[config.mk]
export PLATFORM = sky130hd
export DESIGN_NAME = grwc_div
export DESIGN_NICKNAME = d
export VERILOG_FILES = /design/src/rtl/core/grwc_pkg.sv /design/src/rtl/core/grwc_div.sv
export SDC_FILE = /design/constraint.sdc
export NUM_CORES = 1
export LEC_CHECK = 0
export CAP_MARGIN = 20
export CORE_ASPECT_RATIO = 0.5
export CORE_MARGIN = 3
export CORE_UTILIZATION = 45
export DETAILED_ROUTE_END_ITERATION = 16
export DONT_BUFFER_PORTS = 1
export GPL_TIMING_DRIVEN = 1
export SYNTH_ARGS = -nofsm -noshare
export SYNTH_HDL_FRONTEND = slang
export SYNTH_SLANG_ARGS = --single-unit
[constraint.sdc]
create_clock -name clk -period 11.4 [get_ports clk]
set_input_delay 1.14 -clock clk [delete_from_list [all_inputs] [get_ports clk]]
set_output_delay 1.14 -clock clk [all_outputs]
set_load 0.1 [all_outputs]
[src/rtl/core/grwc_pkg.sv]
`timescale 1ns / 1ps
// ----------------------------------------------------------------------------
// grwc_pkg
// Shared types and constants of the grid ray wall cast block.
// ----------------------------------------------------------------------------
package grwc_pkg;

	localparam int MAP_COLS_MAX = 64;
	localparam int MAP_ROWS_MAX = 64;
	localparam int MAP_DEPTH    = MAP_COLS_MAX * MAP_ROWS_MAX;
	localparam int MAP_AW       = $clog2(MAP_DEPTH);

	localparam int DIR_EPS_Q30  = 1073;

	localparam int CFG_IW = 2;
	localparam int CFG_DW = 31;

	// divider: 72-bit dividend, 36-bit divisor, two quotient bits per cycle
	localparam int DIV_NW    = 72;
	localparam int DIV_DW    = 36;
	localparam int DIV_STEPS = DIV_NW / 2;
	localparam int DIV_CW    = $clog2(DIV_STEPS);

	// square root: 72-bit radicand, 36-bit root, one root bit per cycle
	localparam int SQRT_RW    = 72;
	localparam int SQRT_QW    = SQRT_RW / 2;
	localparam int SQRT_CW    = $clog2(SQRT_QW);

	typedef enum logic [CFG_IW-1:0] {
		CFG_GRID_WIDTH  = 2'd0,
		CFG_GRID_HEIGHT = 2'd1,
		CFG_TILE_SIZE   = 2'd2
	} grwc_cfg_idx_t;

	typedef struct packed {
		logic               mode;
		logic [5:0]         cell_col;
		logic [5:0]         cell_row;
		logic               cell_wall;
		logic signed [31:0] start_x;
		logic signed [31:0] start_y;
		logic signed [31:0] start_z;
		logic signed [31:0] end_x;
		logic signed [31:0] end_y;
		logic signed [31:0] end_z;
	} grwc_in_t;

	typedef struct packed {
		logic               hit;
		logic signed [31:0] hit_x;
		logic signed [31:0] hit_y;
		logic signed [31:0] hit_z;
	} grwc_out_t;

	typedef enum logic [4:0] {
		ST_CLEAR,
		ST_IDLE,
		ST_SQ,
		ST_SQRT,
		ST_SQRT_WAIT,
		ST_CHECK,
		ST_DIV_GO,
		ST_DIV_WAIT,
		ST_DECIDE,
		ST_RD,
		ST_RD_WAIT,
		ST_TA,
		ST_MUL_LO,
		ST_MUL_HI,
		ST_MUL_FIN,
		ST_OUT
	} grwc_state_t;

	typedef enum logic [2:0] {
		OP_U,
		OP_CX,
		OP_CZ,
		OP_TX,
		OP_TZ
	} grwc_op_t;

endpackage

[src/rtl/core/grwc_div.sv]
`timescale 1ns / 1ps
// ----------------------------------------------------------------------------
// grwc_div
// Unsigned restoring divider, two quotient bits per cycle.
// ----------------------------------------------------------------------------
module grwc_div (
	input  logic                        clk,
	input  logic                        arst_n,
	input  logic                        start,
	input  logic [grwc_pkg::DIV_NW-1:0] num,
	input  logic [grwc_pkg::DIV_DW-1:0] den,
	output logic                        done,
	output logic [grwc_pkg::DIV_NW-1:0] quo
);
	import grwc_pkg::*;

	logic              busy_q;
	logic              done_q;
	logic [DIV_CW-1:0] cnt_q;
	logic [DIV_NW-1:0] work_q;
	logic [DIV_DW-1:0] rem_q;
	logic [DIV_DW-1:0] den_q;

	logic [DIV_DW:0]   r1, r2;
	logic              ge1, ge2;
	logic [DIV_DW-1:0] r1n, r2n;
	logic [DIV_NW-1:0] w1, w2;

	always_comb begin
		r1  = {rem_q, work_q[DIV_NW-1]};
		ge1 = r1 >= {1'b0, den_q};
		r1n = ge1 ? DIV_DW'(r1 - {1'b0, den_q}) : r1[DIV_DW-1:0];
		w1  = {work_q[DIV_NW-2:0], ge1};
		r2  = {r1n, w1[DIV_NW-1]};
		ge2 = r2 >= {1'b0, den_q};
		r2n = ge2 ? DIV_DW'(r2 - {1'b0, den_q}) : r2[DIV_DW-1:0];
		w2  = {w1[DIV_NW-2:0], ge2};
	end

	always_ff @(posedge clk or negedge arst_n) begin
		if (!arst_n) begin
			busy_q <= 1'b0;
			done_q <= 1'b0;
			cnt_q  <= '0;
		end else begin
			done_q <= 1'b0;
			if (start) begin
				busy_q <= 1'b1;
				cnt_q  <= '0;
			end else if (busy_q) begin
				cnt_q <= cnt_q + 1'b1;
				if (cnt_q == DIV_CW'(DIV_STEPS - 1)) begin
					busy_q <= 1'b0;
					done_q <= 1'b1;
				end
			end
		end
	end

	always_ff @(posedge clk) begin
		if (start) begin
			work_q <= num;
			rem_q  <= '0;
			den_q  <= den;
		end else if (busy_q) begin
			work_q <= w2;
			rem_q  <= r2n;
		end
	end

	assign done = done_q;
	assign quo  = work_q;

endmodule

==> impl_results.md <==
* DP Area at 10740 um2
* Hold Vio Cnt, Final at 0
* Setup crit end kind: register
* Critical path destination: rem_q[2]
* WP data required at 11.73 ns
* P_leak at 4.508 nW
* Syn avg cell area at 9.885 um2
* Pwr dens at 318.4 nW/um2
* Tcrit/Tclk final at 69.15%
* Total global-route track usage at 23.34%
* Fin Setup TNS at 0 ns
* Mapped Area at 10520 um2
* Num rows at 38
* Initial antenna violation count at 6
* Dpl ws at 3.535 ns
* Number of synthesized flops with an enable pin at 108
* Max cap viols at 0
* Hold buffer count at cts at 0
* R2r startpoint: quo[71]
* Critical Path Source Type: register
* CTS tree: built
* Commonest non-fill, non-tap cell in the layout: edfxtp_1
* Outcome: finished, final reports clean
* Nets at 1229
* Final setup vio count at 0
* Most frequent cells in the layout: edfxtp_1, nand2_1, mux2_2
* CP startpoint: quo[71]
* Resized Gates After CTS at 0
* Sw Pwr at 1.747 mW
* Num CTS Buffers at 17
* Largest net degree at the start of global routing at 145
* Placer's final routability congestion estimate at 0.9108
* Via/cell ratio at 6.119
* Fin Hold WS at 0.3838 ns
* Reg2reg setup slack at 3.52 ns
* Post-DRT Antenna Nets at 0
* Fmax at 0.1269 GHz
* Routed vias at 8309
* Setup ws final at 3.517 ns
* Design area at 11340 um2
* Critical Path Fanout Max at 40
* Comb pwr share at 55.7%
* Clock network power share at 16.2%
* Ys flop type: edfxtp_1
* 1st-pass router iterations at 5
* Sequential power share at 28.1%
* CTS H-tree lvls at 4
* P_int at 1.862 mW
* WL final at 29.65 mm
* Share of cells above drive strength 1 at 15.25%
* Starting Density at 47.17%
* Hold crit path type: in2async
* Slew headroom at 31.18%
* Vias in the first global route at 7974
* FILL cells at 2046
* Post-synthesis sequential area ratio at 39.59%
* Final worst path period need at 7.883 ns
* Worst VDD drop at 0.1198 mV
* # DRC at 0
* Ys async rst share at 5.263%
* Horiz. Die Dim at 222.2 um
* First-pass GRT wire length at 45.71 mm
* RSZ-0062 raised after global routing: false
* Sinks on Clock Net at 152
* Clock Skews at 0.007681 ns
* Initial detailed-routing violation count at 692
* Post-synth cell types at 67
* Hpwl dp at 22.23 mm
* R2R cell count at 23
* Skew-Pair Late Insertion Delay at 0.44 ns
* Buffer type at the clock tree root: clkbuf_16
* WP data arrival at 8.21 ns
* Chip height at 114.1 um
* Setup CP Type: reg2reg
* Mapped Nets at 1250
* Least-Margin Pin Slew at 1.032 ns
* CTS clk-pin slew, worst paths at 0.07 ns
* Synth warn at 0
* Setup bufs post-CTS at 0
* Die ar. at 25350 um2
* Switch share at 48.40%
* I/O pin cnt at 184
* Bufs on Longest Clock Path at 2
* Core area at 22300 um2
* FF-to-FF End: rem_q[2]
* Port bufs at 0
* Slew Limit Fails at 0
* Grt ovf at 0
* WL/cell at 21.84 um
* Number of synthesized register bits at 152
* Mapped Cells at 1064
* Layout Area Growth over Synthesis at 7.780%
==> metal layers <==
metal | routed length (um) | vias up | track usage (%)
met5 | 67 | - | 0
met4 | 393 | 10 | 5.619
met3 | 2576 | 37 | 7.889
met2 | 12710 | 322 | 35.17
met1 | 13910 | 4006 | 32.53
li1 | - | 3934 | -
==> sequential cells by signal, indices dropped and copies added, names as in the netlist <==
| signal | flops |
|---|---|
| cnt_q | 6 |
| quo | 72 |
| den_q | 36 |
| done | 1 |
| rem_q | 36 |
| busy_q | 1 |
==> area by class of cell <==
class	count	area, um2	share of cell area, %
inverter	57	214.0	1.887
clock inverter	15	162.7	1.435
timing repair buffer	6	42.54	0.3753
tap	300	375.4	3.311
antenna	2	5.005	0.04415
clock buffer	17	425.4	3.753
multi-input combinational	809	5946	52.45
sequential	152	4165	36.74
==> power by group through the flow <==
stage	clock (mW)	sequential (mW)	combinational (mW)
after floorplan	0	0.992	1.61
after global placement	0	1.02	1.96
after detailed placement	0	1.02	1.97
after CTS	0.597	1.01	1.99
after global routing	0.621	1.02	2.22
final	0.584	1.01	2.01
==> Yosys cell counts (all sizes together), types with 10 or more instances <==
master	n	area share (%)
dfxtp	36	6.9
a21oi	73	3.5
o21ai	72	3.4
edfxtp	108	31
o21bai	15	1.1
a21o	24	1.7
a311oi	20	2.9
buf	16	0.88
mux2	77	8.2
and3	10	0.59
nand3	16	0.76
nand2	103	3.7
clkbuf	30	1.1
nor2	74	2.6
ha	73	8.7
inv	56	2.0
nand4	21	1.2
nor3	16	0.76
xnor2	38	3.2
o211ai	10	0.76
a211oi	20	1.5
xor2	24	2.0
==> worst max-delay path: stages, from the launching register on <==
cell	delay, ns
edfxtp_1	0.79
inv_1	0.17
ha_1	0.19
nor2b_1	0.07
o31a_1	0.29
o21ai_1	0.48
o211ai_1	0.30
a31o_2	0.36
a21oi_4	0.38
buf_4	0.44
a211oi_1	0.10
a21o_1	0.19
ha_1	0.37
and2_0	0.17
o211a_1	0.20
a41o_1	0.25
o41ai_4	0.51
o211ai_2	0.19
a211o_1	0.35
o221a_1	0.32
a2111oi_4	0.79
buf_4	0.42
nor3_1	0.10
a311o_1	0.32
==> metrics by stage <==
stage | power, mW | utilization [%] | instances
floorplan | 2.606 | - | 1064
global placement | 2.979 | 48.15 | 1323
detailed placement | 2.997 | 48.15 | 1323
CTS | 3.596 | 50.79 | 1355
global route | 3.860 | 50.82 | 1357
finish | 3.609 | 50.84 | 1358
==> worst min path at each step <==
stage          depth (start not counted)  slack (ns)         to       from
5_1_grt                                0        0.36     busy_q     arst_n
6_report                               0        0.38   cnt_q[0]     arst_n
3_3_place_gp                           2        0.50  rem_q[10]  rem_q[10]
4_1_cts                                0        0.35   cnt_q[0]     arst_n
3_5_place_dp                           2        0.51  rem_q[10]  rem_q[10]
2_1_floorplan                          2        0.48  rem_q[16]  rem_q[16]
==> logic make-up after synthesis <==
logic type | Yosys count | synth area share (%)
flops | 152 | 39.59
mux | 81 | 8.625
compound gates | 302 | 20.68
buf+inv | 103 | 3.985
xor+xnor | 62 | 5.163
fa+ha+maj | 75 | 9.065
simple gates | 289 | 12.90
(Power assumes the default switching activity.)
