--- config.mk ---
export PLATFORM = sky130hd
export DESIGN_NAME = grwc_sqrt
export DESIGN_NICKNAME = d
export VERILOG_FILES = /design/src/rtl/core/grwc_pkg.sv /design/src/rtl/core/grwc_sqrt.sv
export SDC_FILE = /design/constraint.sdc
export NUM_CORES = 1
export LEC_CHECK = 0
export BUFFER_PORTS_ARGS = -buffer_cell sky130_fd_sc_hd__buf_2
export CAP_MARGIN = 5
export CORE_MARGIN = 10
export CORE_UTILIZATION = 38
export DETAILED_ROUTE_END_ITERATION = 6
export MAX_ROUTING_LAYER = met4
export PLACE_DENSITY = 0.63
export SYNTH_ARGS = -nofsm -noshare
export SYNTH_HDL_FRONTEND = slang
export SYNTH_SLANG_ARGS = --single-unit
--- constraint.sdc ---
create_clock -name clk -period 5.5 [get_ports clk]
set_input_delay 1.1 -clock clk [delete_from_list [all_inputs] [get_ports clk]]
set_output_delay 1.1 -clock clk [all_outputs]
set_load 0.1 [all_outputs]
--- src/rtl/core/grwc_pkg.sv ---
`timescale 1ns / 1ps
// ----------------------------------------------------------------------------
// grwc_pkg
// Shared types and constants of the grid ray wall cast block.
// ----------------------------------------------------------------------------
package grwc_pkg;

	localparam int MAP_COLS_MAX = 64;
	localparam int MAP_ROWS_MAX = 64;
	localparam int MAP_DEPTH    = MAP_COLS_MAX * MAP_ROWS_MAX;
	localparam int MAP_AW       = $clog2(MAP_DEPTH);

	localparam int DIR_EPS_Q30  = 1073;

	localparam int CFG_IW = 2;
	localparam int CFG_DW = 31;

	// divider: 72-bit dividend, 36-bit divisor, two quotient bits per cycle
	localparam int DIV_NW    = 72;
	localparam int DIV_DW    = 36;
	localparam int DIV_STEPS = DIV_NW / 2;
	localparam int DIV_CW    = $clog2(DIV_STEPS);

	// square root: 72-bit radicand, 36-bit root, one root bit per cycle
	localparam int SQRT_RW    = 72;
	localparam int SQRT_QW    = SQRT_RW / 2;
	localparam int SQRT_CW    = $clog2(SQRT_QW);

	typedef enum logic [CFG_IW-1:0] {
		CFG_GRID_WIDTH  = 2'd0,
		CFG_GRID_HEIGHT = 2'd1,
		CFG_TILE_SIZE   = 2'd2
	} grwc_cfg_idx_t;

	typedef struct packed {
		logic               mode;
		logic [5:0]         cell_col;
		logic [5:0]         cell_row;
		logic               cell_wall;
		logic signed [31:0] start_x;
		logic signed [31:0] start_y;
		logic signed [31:0] start_z;
		logic signed [31:0] end_x;
		logic signed [31:0] end_y;
		logic signed [31:0] end_z;
	} grwc_in_t;

	typedef struct packed {
		logic               hit;
		logic signed [31:0] hit_x;
		logic signed [31:0] hit_y;
		logic signed [31:0] hit_z;
	} grwc_out_t;

	typedef enum logic [4:0] {
		ST_CLEAR,
		ST_IDLE,
		ST_SQ,
		ST_SQRT,
		ST_SQRT_WAIT,
		ST_CHECK,
		ST_DIV_GO,
		ST_DIV_WAIT,
		ST_DECIDE,
		ST_RD,
		ST_RD_WAIT,
		ST_TA,
		ST_MUL_LO,
		ST_MUL_HI,
		ST_MUL_FIN,
		ST_OUT
	} grwc_state_t;

	typedef enum logic [2:0] {
		OP_U,
		OP_CX,
		OP_CZ,
		OP_TX,
		OP_TZ
	} grwc_op_t;

endpackage

--- src/rtl/core/grwc_sqrt.sv ---
`timescale 1ns / 1ps
// ----------------------------------------------------------------------------
// grwc_sqrt
// Integer square root, floor, one root bit per cycle.
// ----------------------------------------------------------------------------
module grwc_sqrt (
	input  logic                         clk,
	input  logic                         arst_n,
	input  logic                         start,
	input  logic [grwc_pkg::SQRT_RW-1:0] rad,
	output logic                         done,
	output logic [grwc_pkg::SQRT_QW-1:0] root
);
	import grwc_pkg::*;

	logic               busy_q;
	logic               done_q;
	logic [SQRT_CW-1:0] cnt_q;
	logic [SQRT_RW-1:0] rad_q;
	logic [SQRT_QW+1:0] rem_q;
	logic [SQRT_QW-1:0] root_q;

	logic [SQRT_QW+3:0] rs, trial, rn;
	logic               ge;

	always_comb begin
		rs    = {rem_q, rad_q[SQRT_RW-1 -: 2]};
		trial = {2'b00, root_q, 2'b01};
		ge    = rs >= trial;
		rn    = ge ? rs - trial : rs;
	end

	always_ff @(posedge clk or negedge arst_n) begin
		if (!arst_n) begin
			busy_q <= 1'b0;
			done_q <= 1'b0;
			cnt_q  <= '0;
		end else begin
			done_q <= 1'b0;
			if (start) begin
				busy_q <= 1'b1;
				cnt_q  <= '0;
			end else if (busy_q) begin
				cnt_q <= cnt_q + 1'b1;
				if (cnt_q == SQRT_CW'(SQRT_QW - 1)) begin
					busy_q <= 1'b0;
					done_q <= 1'b1;
				end
			end
		end
	end

	always_ff @(posedge clk) begin
		if (start) begin
			rad_q  <= rad;
			rem_q  <= '0;
			root_q <= '0;
		end else if (busy_q) begin
			rad_q  <= {rad_q[SQRT_RW-3:0], 2'b00};
			rem_q  <= rn[SQRT_QW+1:0];
			root_q <= {root_q[SQRT_QW-2:0], ge};
		end
	end

	assign done = done_q;
	assign root = root_q;

endmodule

==> run_results.csv, run 1 <==
group,metric,value,unit
global_routing,grt_usage,14.4,%
synthesis,yosysTopAreaCell,"edfxtp_1",
critical_path,crit-reg2reg-launch,"root[7]",
critical_path,path_cells,"inv_1 -> ha_1 -> a21oi_1 -> o211ai_1 -> a221oi_2 -> o211ai_2 -> o21ai_2 -> nand2_1 -> buf_4 -> o311ai_0 -> nor3_1",
worst_hold_path,hp-class,"reg2reg",
floorplan,rows,55,
floorplan,die_w,171,um
floorplan,dieArea,29100,sq um
synthesis,yosysTopAreaCellShare,25.1,%
flow_run,max-cap-violations,0,
synthesis,avgSynthCellArea,9.96,sq um
cts,numCtsBuffers,17,
detailed_routing,via_per_inst,5.32,
detailed_routing,drt_first_pass_iters,5,
detailed_routing,post_drt_wl_per_cell,16.0,um
detailed_routing,drt_iter0_markers,381,
floorplan,die_h,171,um
synthesis,synth_area_leaders,"edfxtp_1, dfxtp_1, mux2_2",
sta,finalSetupTns,0,ns
sta,fmax,270,MHz
pwr,leakagePower,0.00436,uW
global_routing,grt_max_degree,84,
run_status,outcome,"completed",
worst_hold_path,min_to,"rem_q[7]",
sta,fin_crit_sh,67.2,%
critical_path,rr_endpoint,"rem_q[37]",
detailed_routing,vias,6675,
critical_path,required,5.80,ns
synthesis,yosysWarnings,0,
global_routing,antenna_found_initial,5,
synthesis,postSynth.asyncResetShare,5.19,%
layout,area.growth.synth_to_final,15.7,%
critical_path,critPathLaunchType,"flop",
detailed_routing,drc,0,
cts,htreeDepth,4,
floorplan,core_area,22500,sq um
pwr,ir_worst_vdd,0.000207,V
floorplan,io_pins,112,
synthesis,synthCells,865,
sta,relSlewSlack,33.5,%
cts,ctsResizeCount,0,
synthesis,seq_area_frac_synth,44.6,%
critical_path,r2r_slack,1.80,ns
placement,io_buffers,111,
critical_path,rr_worst_depth,11,
cts,cts_tree,"built",
layout,fillers,2194,
detailed_routing,ant_nets,0,
critical_path,crit_cells,11,
sta,grt_setup_unrepaired,"false",
sta,finalSetupViolations,0,
cts,cts.sinks,154,
sta,skew,0.00920,ns
global_routing,overflow,0,
critical_path,critPathMaxFanout,19,
cts,cts_setup_buffers,0,
layout,drive_gt1_share,24.8,%
critical_path,crit_buf_inv,2,
critical_path,crit_path_top_delay_cell,"a221oi_2",
worst_hold_path,hp-start,"rem_q[7]",
worst_hold_path,hold_depth,2,
critical_path,worstPathArrival,4.00,ns
cts,cts_max_path_buffers,2,
placement,dp_hpwl,14.1,mm
synthesis,synth_edf_count,72,
layout,stdcell_area,9970,sq um
cts,hold_buffers,0,
detailed_routing,routed_wl,20.1,mm
layout,nets,1066,
sta,drv_slew,0,
placement,gp_congestion,0.871,
global_routing,grt_pass1_wl,33.2,mm
cts,cts.clk_slew.worst_paths,0.07,ns
synthesis,synth_area,8610,sq um
critical_path,cp_top_family,"compound AO/OA/AOI/OAI gates",
synthesis,synth_seq_cells,154,
cts,root_buffer,"clkbuf_16",
critical_path,crit_type,"reg2reg",
pwr,power_density,516,nW/um^2
critical_path,setup.worst_path.end_class,"flop",
sta,period_minus_slack,3.70,ns
sta,hold_viol,0,
synthesis,synth_cell_types,69,
floorplan,start_util,38.3,%
global_routing,grt_pass1_vias,6621,
cts,insertion_delay,0.43,ns
sta,tightest_slew,0.997,ns
critical_path,critPathMaxStageDelay,0.61,ns
synthesis,synth_nets,979,
synthesis,synth_flop_cell,"dfxtp_1",
placement,placed_cell_area,9350,sq um
[worst max-delay path by stage]
stage	start	slack [ns]	endpoint
final	root[7]	1.80	rem_q[37]
after global routing	root[7]	1.52	rem_q[37]
after CTS	root[3]	1.80	rem_q[37]
after detailed placement	root[7]	1.85	rem_q[37]
after global placement	start	1.92	rad_q[14]
after floorplan	root[7]	2.09	rem_q[35]
[area by class of cell]
type	count	area (sq um)	share of cell area, %
clock buffer	17	425	4.27
tap	285	357	3.58
multi-input combinational	611	4360	43.7
inverter	53	199	2.00
antenna	5	12.5	0.126
clock inverter	14	178	1.78
sequential	154	3850	38.6
timing repair buffer	115	592	5.94
[stage by stage]
step	cells	util, %	setup WS (ns)	hold WS (ns)	total power, uW
finish	1254	44.3	1.80	0.489	5150
global placement	1218	41.6	1.92	0.475	3930
global route	1254	44.3	1.52	0.496	5520
CTS	1249	44.2	1.80	0.492	5170
detailed placement	1218	41.6	1.85	0.481	3940
floorplan	865	-	2.09	0.457	3460
[flip-flops by register name, summed over array words and instances, names as in the netlist]
signal and count:
root 36, rem_q 38, busy_q 1, done 1, rad_q 72, cnt_q 6
[power breakdown]
group / switching [uW] / internal (uW) / leakage, uW
clock network: 520 / 687 / 0.000290
registers: 112 / 1380 / 0.00148
logic: 1430 / 1010 / 0.00259
[kinds of logic (layout without fill, tap and decap cells)]
kind of cell | Yosys count | after routing | share of synthesized area (%)
DFF | 154 | 154 | 44.6
other | 0 | 5 | 0
AOI/OAI and AO/OA | 188 | 188 | 16.0
adders and majority gates | 39 | 39 | 5.66
xor gates and xnor gates | 22 | 22 | 2.24
muxes | 107 | 107 | 13.4
buffers and inverters | 100 | 199 | 4.82
and+or+nand+nor | 255 | 255 | 13.2
[routing by layer]
layer	part of all wire (%)	track usage [%]	vias to the layer above
met1	48	18.1	3173
met2	45	21.8	156
met3	6.4	4.68	12
li1	-	-	3334
met4	0.80	3.62	0
met5	0	-	-
[cells in the mapped netlist (4+ instances only)]
cell,count
a211oi_1,6
a21o_1,16
a21oi_1,49
a311oi_1,20
a311oi_2,10
and3_1,4
and4_1,4
buf_2,10
clkbuf_1,29
dfrtp_1,8
dfxtp_1,74
edfxtp_1,72
ha_1,39
inv_1,53
mux2_2,70
mux2i_1,37
nand2_1,91
nand3_1,14
nand4_1,11
nor2_1,95
nor3_1,9
o211ai_1,6
o21a_1,9
o21ai_0,28
o21bai_1,5
o31ai_1,4
or3_1,9
xnor2_1,12
xor2_1,10
[worst min-delay path: cells and delay by family (launching register included)]
| kind | cells | cell delay [ns] |
|---|---|---|
| AOI/OAI and AO/OA | 1 | 0.05 |
| and+or+nand+nor | 1 | 0.07 |
| DFF | 1 | 0.33 |
[cells in the final DEF (no fill, tap or decap), types with 4 or more instances in the layout]
| cell type | n |
|---|---|
| nor2_1 | 95 |
| buf_4 | 4 |
| o211ai_1 | 6 |
| o21bai_1 | 5 |
| or3_1 | 9 |
| nor3_1 | 9 |
| xor2_1 | 10 |
| dfrtp_1 | 7 |
| dfxtp_1 | 74 |
| and4_1 | 4 |
| a311oi_1 | 20 |
| buf_2 | 110 |
| mux2_2 | 70 |
| o21ai_0 | 28 |
| nand3_1 | 14 |
| diode_2 | 5 |
| edfxtp_1 | 72 |
| a21oi_1 | 49 |
| inv_6 | 5 |
| clkbuf_16 | 17 |
| mux2i_1 | 37 |
| xnor2_1 | 12 |
| a311oi_2 | 10 |
| o31ai_1 | 4 |
| a211oi_1 | 6 |
| nand4_1 | 11 |
| ha_1 | 39 |
| o21a_1 | 9 |
| a21o_1 | 16 |
| inv_1 | 53 |
| and3_1 | 4 |
| nand2_1 | 90 |
Power figures use the tool's default switching activity.
==> run 2, diff against run 1 <==
ABC_AREA = 1   (was default)
clock period = 3.5 ns   (was 5.5 ns; I/O delays follow)
==> run 2 against run 1 <==
  * First-iteration DRC count is 21% higher
  * Clock skew up 0.0071 ns
  * Wire length rose by 29%
  * Utilization up 0.81 points
  * Power rose by 82%
  * Via count up 24%
==> run_results.csv, run 2 <==
group,metric,value,unit
synthesis,synth_flop_cell,"dfxtp_1",
critical_path,crit_type,"reg2reg",
sta,hold_viol,0,
detailed_routing,routed_wl,26.0,mm
cts,cts_tree,"built",
cts,root_buffer,"clkbuf_16",
detailed_routing,via_per_inst,4.74,
layout,largest_reg_flops,72,
run_status,outcome,"completed",
critical_path,worstPathArrival,2.95,ns
critical_path,rr_worst_depth,14,
sta,period_minus_slack,2.63,ns
synthesis,avgSynthCellArea,6.95,sq um
pwr,power_density,881,nW/um^2
placement,dp_hpwl,19.7,mm
critical_path,crit_buf_inv,1,
floorplan,core_area,23500,sq um
sta,fin_crit_sh,75.2,%
synthesis,synthCells,1315,
global_routing,overflow,0,
critical_path,path_common_cell,"nand2_1",
critical_path,rr_endpoint,"rem_q[35]",
layout,area.growth.synth_to_final,16.2,%
sta,finalSetupViolations,0,
layout,instances_no_fill,1749,
placement,placed_cells_incl_taps,1716,
detailed_routing,drt_first_pass_iters,5,
synthesis,synth_area_leaders,"nand2_1, edfxtp_1, dfxtp_1",
global_routing,grt_max_degree,77,
detailed_routing,post_drt_wl_per_cell,14.8,um
detailed_routing,vias,8292,
worst_hold_path,hp-class,"in2async",
critical_path,critPathLaunchType,"flop",
floorplan,dieArea,30600,sq um
cts,cts_max_path_buffers,2,
critical_path,r2r_slack,0.87,ns
synthesis,synth.most_common_cell,"nand2_1",
synthesis,seq_area_frac_synth,42.1,%
layout,largest-register,"rad_q",
layout,final_common_cell,"nand2_1",
synthesis,postSynth.asyncResetShare,5.19,%
cts,cts.clk_slew.worst_paths,0.07,ns
synthesis,synth_seq_cells,154,
layout,nets,1530,
global_routing,grt_pass1_wl,42.7,mm
cts,insertion_delay,0.43,ns
cts,hold_buffers,0,
cts,cts_setup_buffers,0,
pwr,leakagePower,0.00557,uW
placement,io_buffers,111,
floorplan,io_pins,112,
synthesis,yosys-top-cells-count,"nand2_1, inv_1, nand3_1, nor2_1, dfxtp_1",
critical_path,crit-reg2reg-launch,"root[0]",
synthesis,synth_nets,1429,
sta,grt_setup_unrepaired,"false",
layout,drive_gt1_share,12.1,%
detailed_routing,drc,0,
critical_path,critPathMaxStageDelay,0.37,ns
critical_path,crit_path_end,"rem_q[35]",
placement,place_ws,0.886,ns
cts,ctsResizeCount,0,
synthesis,synth_area,9140,sq um
flow_run,max-cap-violations,0,
pwr,ir_worst_vdd,0.000322,V
critical_path,cp_top_family,"simple AND/OR/NAND/NOR gates",
sta,skew,0.0163,ns
synthesis,synth_cell_types,35,
cts,htreeDepth,4,
global_routing,antenna_found_initial,1,
sta,tightest_slew,0.734,ns
critical_path,setup.worst_path.end_class,"flop",
global_routing,grt_usage,17.5,%
cts,numCtsBuffers,17,
synthesis,yosysTopAreaCellShare,23.7,%
critical_path,required,3.82,ns
sta,finalSetupTns,0,ns
floorplan,die_w,175,um
critical_path,crit_cells,14,
sta,fmax,380,MHz
sta,relSlewSlack,51.0,%
sta,fin_ws,0.867,ns
sta,hold_slack,0.0982,ns
detailed_routing,ant_nets,0,
detailed_routing,drt_iter0_markers,462,
floorplan,die_h,175,um
critical_path,path_cells,"inv_1 -> ha_1 -> nand3_1 -> nand3_1 -> nand2_1 -> nand2_1 -> nand2_1 -> nand3b_2 -> nand2_4 -> nand2_8 -> nand2_2 -> nand2_1 -> nand2_1 -> nand2_1",
layout,final_cell_mix,"nand2_1, inv_1, buf_2, nand3_1",
critical_path,worstSetupStartpoint,"root[0]",
synthesis,yosysWarnings,0,
critical_path,critPathMaxFanout,46,
floorplan,rows,56,
synthesis,yosysTopAreaCell,"nand2_1",
placement,gp_congestion,0.937,
sta,drv_slew,0,
global_routing,grt_pass1_vias,8297,
floorplan,start_util,38.8,%
synthesis,synth_edf_count,72,
critical_path,crit_path_top_delay_cell,"ha_1",
cts,cts.sinks,154,
layout,final_util,45.1,%
[run 2: cell types whose count changed after synthesis, sizes merged, moves of 33 or more]
cell | before | now
inv | 53 | 178
mux2 | 70 | 0
mux2i | 37 | 0
nand2 | 91 | 582
nand3 | 14 | 90
o22ai | 2 | 35
[run 2: kinds of logic after synthesis]
logic type	after synthesis	synth area share, %
compound gates	95	5.78
flops	154	42.1
simple gates	791	35.7
buf+inv	217	9.31
xor+xnor	19	1.82
fa+ha+maj	39	5.34
[run 2: report_power, final]
group,switching (uW),internal (uW)
combinational,3400,1670
sequential,163,2170
clock,917,1040
total,4480,4880
[run 2: final cells by class]
type,count,area (sq um)
Fill cell,2565,12900
Multi-Input combinational cell,944,4450
Sequential cell,154,3840
Inverter,179,674
Timing Repair Buffer,120,636
Clock buffer,17,425
Tap cell,319,399
Clock inverter,15,193
Antenna cell,1,2.50
[run 2: metal layers]
layer  routed length, um  GRT usage (%)
met4                 182           3.71
met1               12700           23.1
met5                   0              -
met3                1330           3.71
met2               11700           27.2
[run 2: how the worst min path moves through the flow]
stage                         start        end  slack (ns)  cells after the start
after floorplan              arst_n     busy_q        0.40                      0
after global placement    rem_q[36]  rem_q[36]        0.45                      2
after detailed placement  rem_q[36]  rem_q[36]        0.45                      2
after CTS                    arst_n   cnt_q[1]        0.09                      1
after global routing         arst_n       done        0.09                      1
final                        arst_n       done         0.1                      1
[run 2: stage by stage]
| step | power [uW] | instance area [sq um] |
|---|---|---|
| after floorplan | 6200 | 9140 |
| after global placement | 7430 | 10000 |
| after detailed placement | 7420 | 10000 |
| after CTS | 9400 | 10600 |
| after global routing | 10200 | 10600 |
| final | 9360 | 10600 |
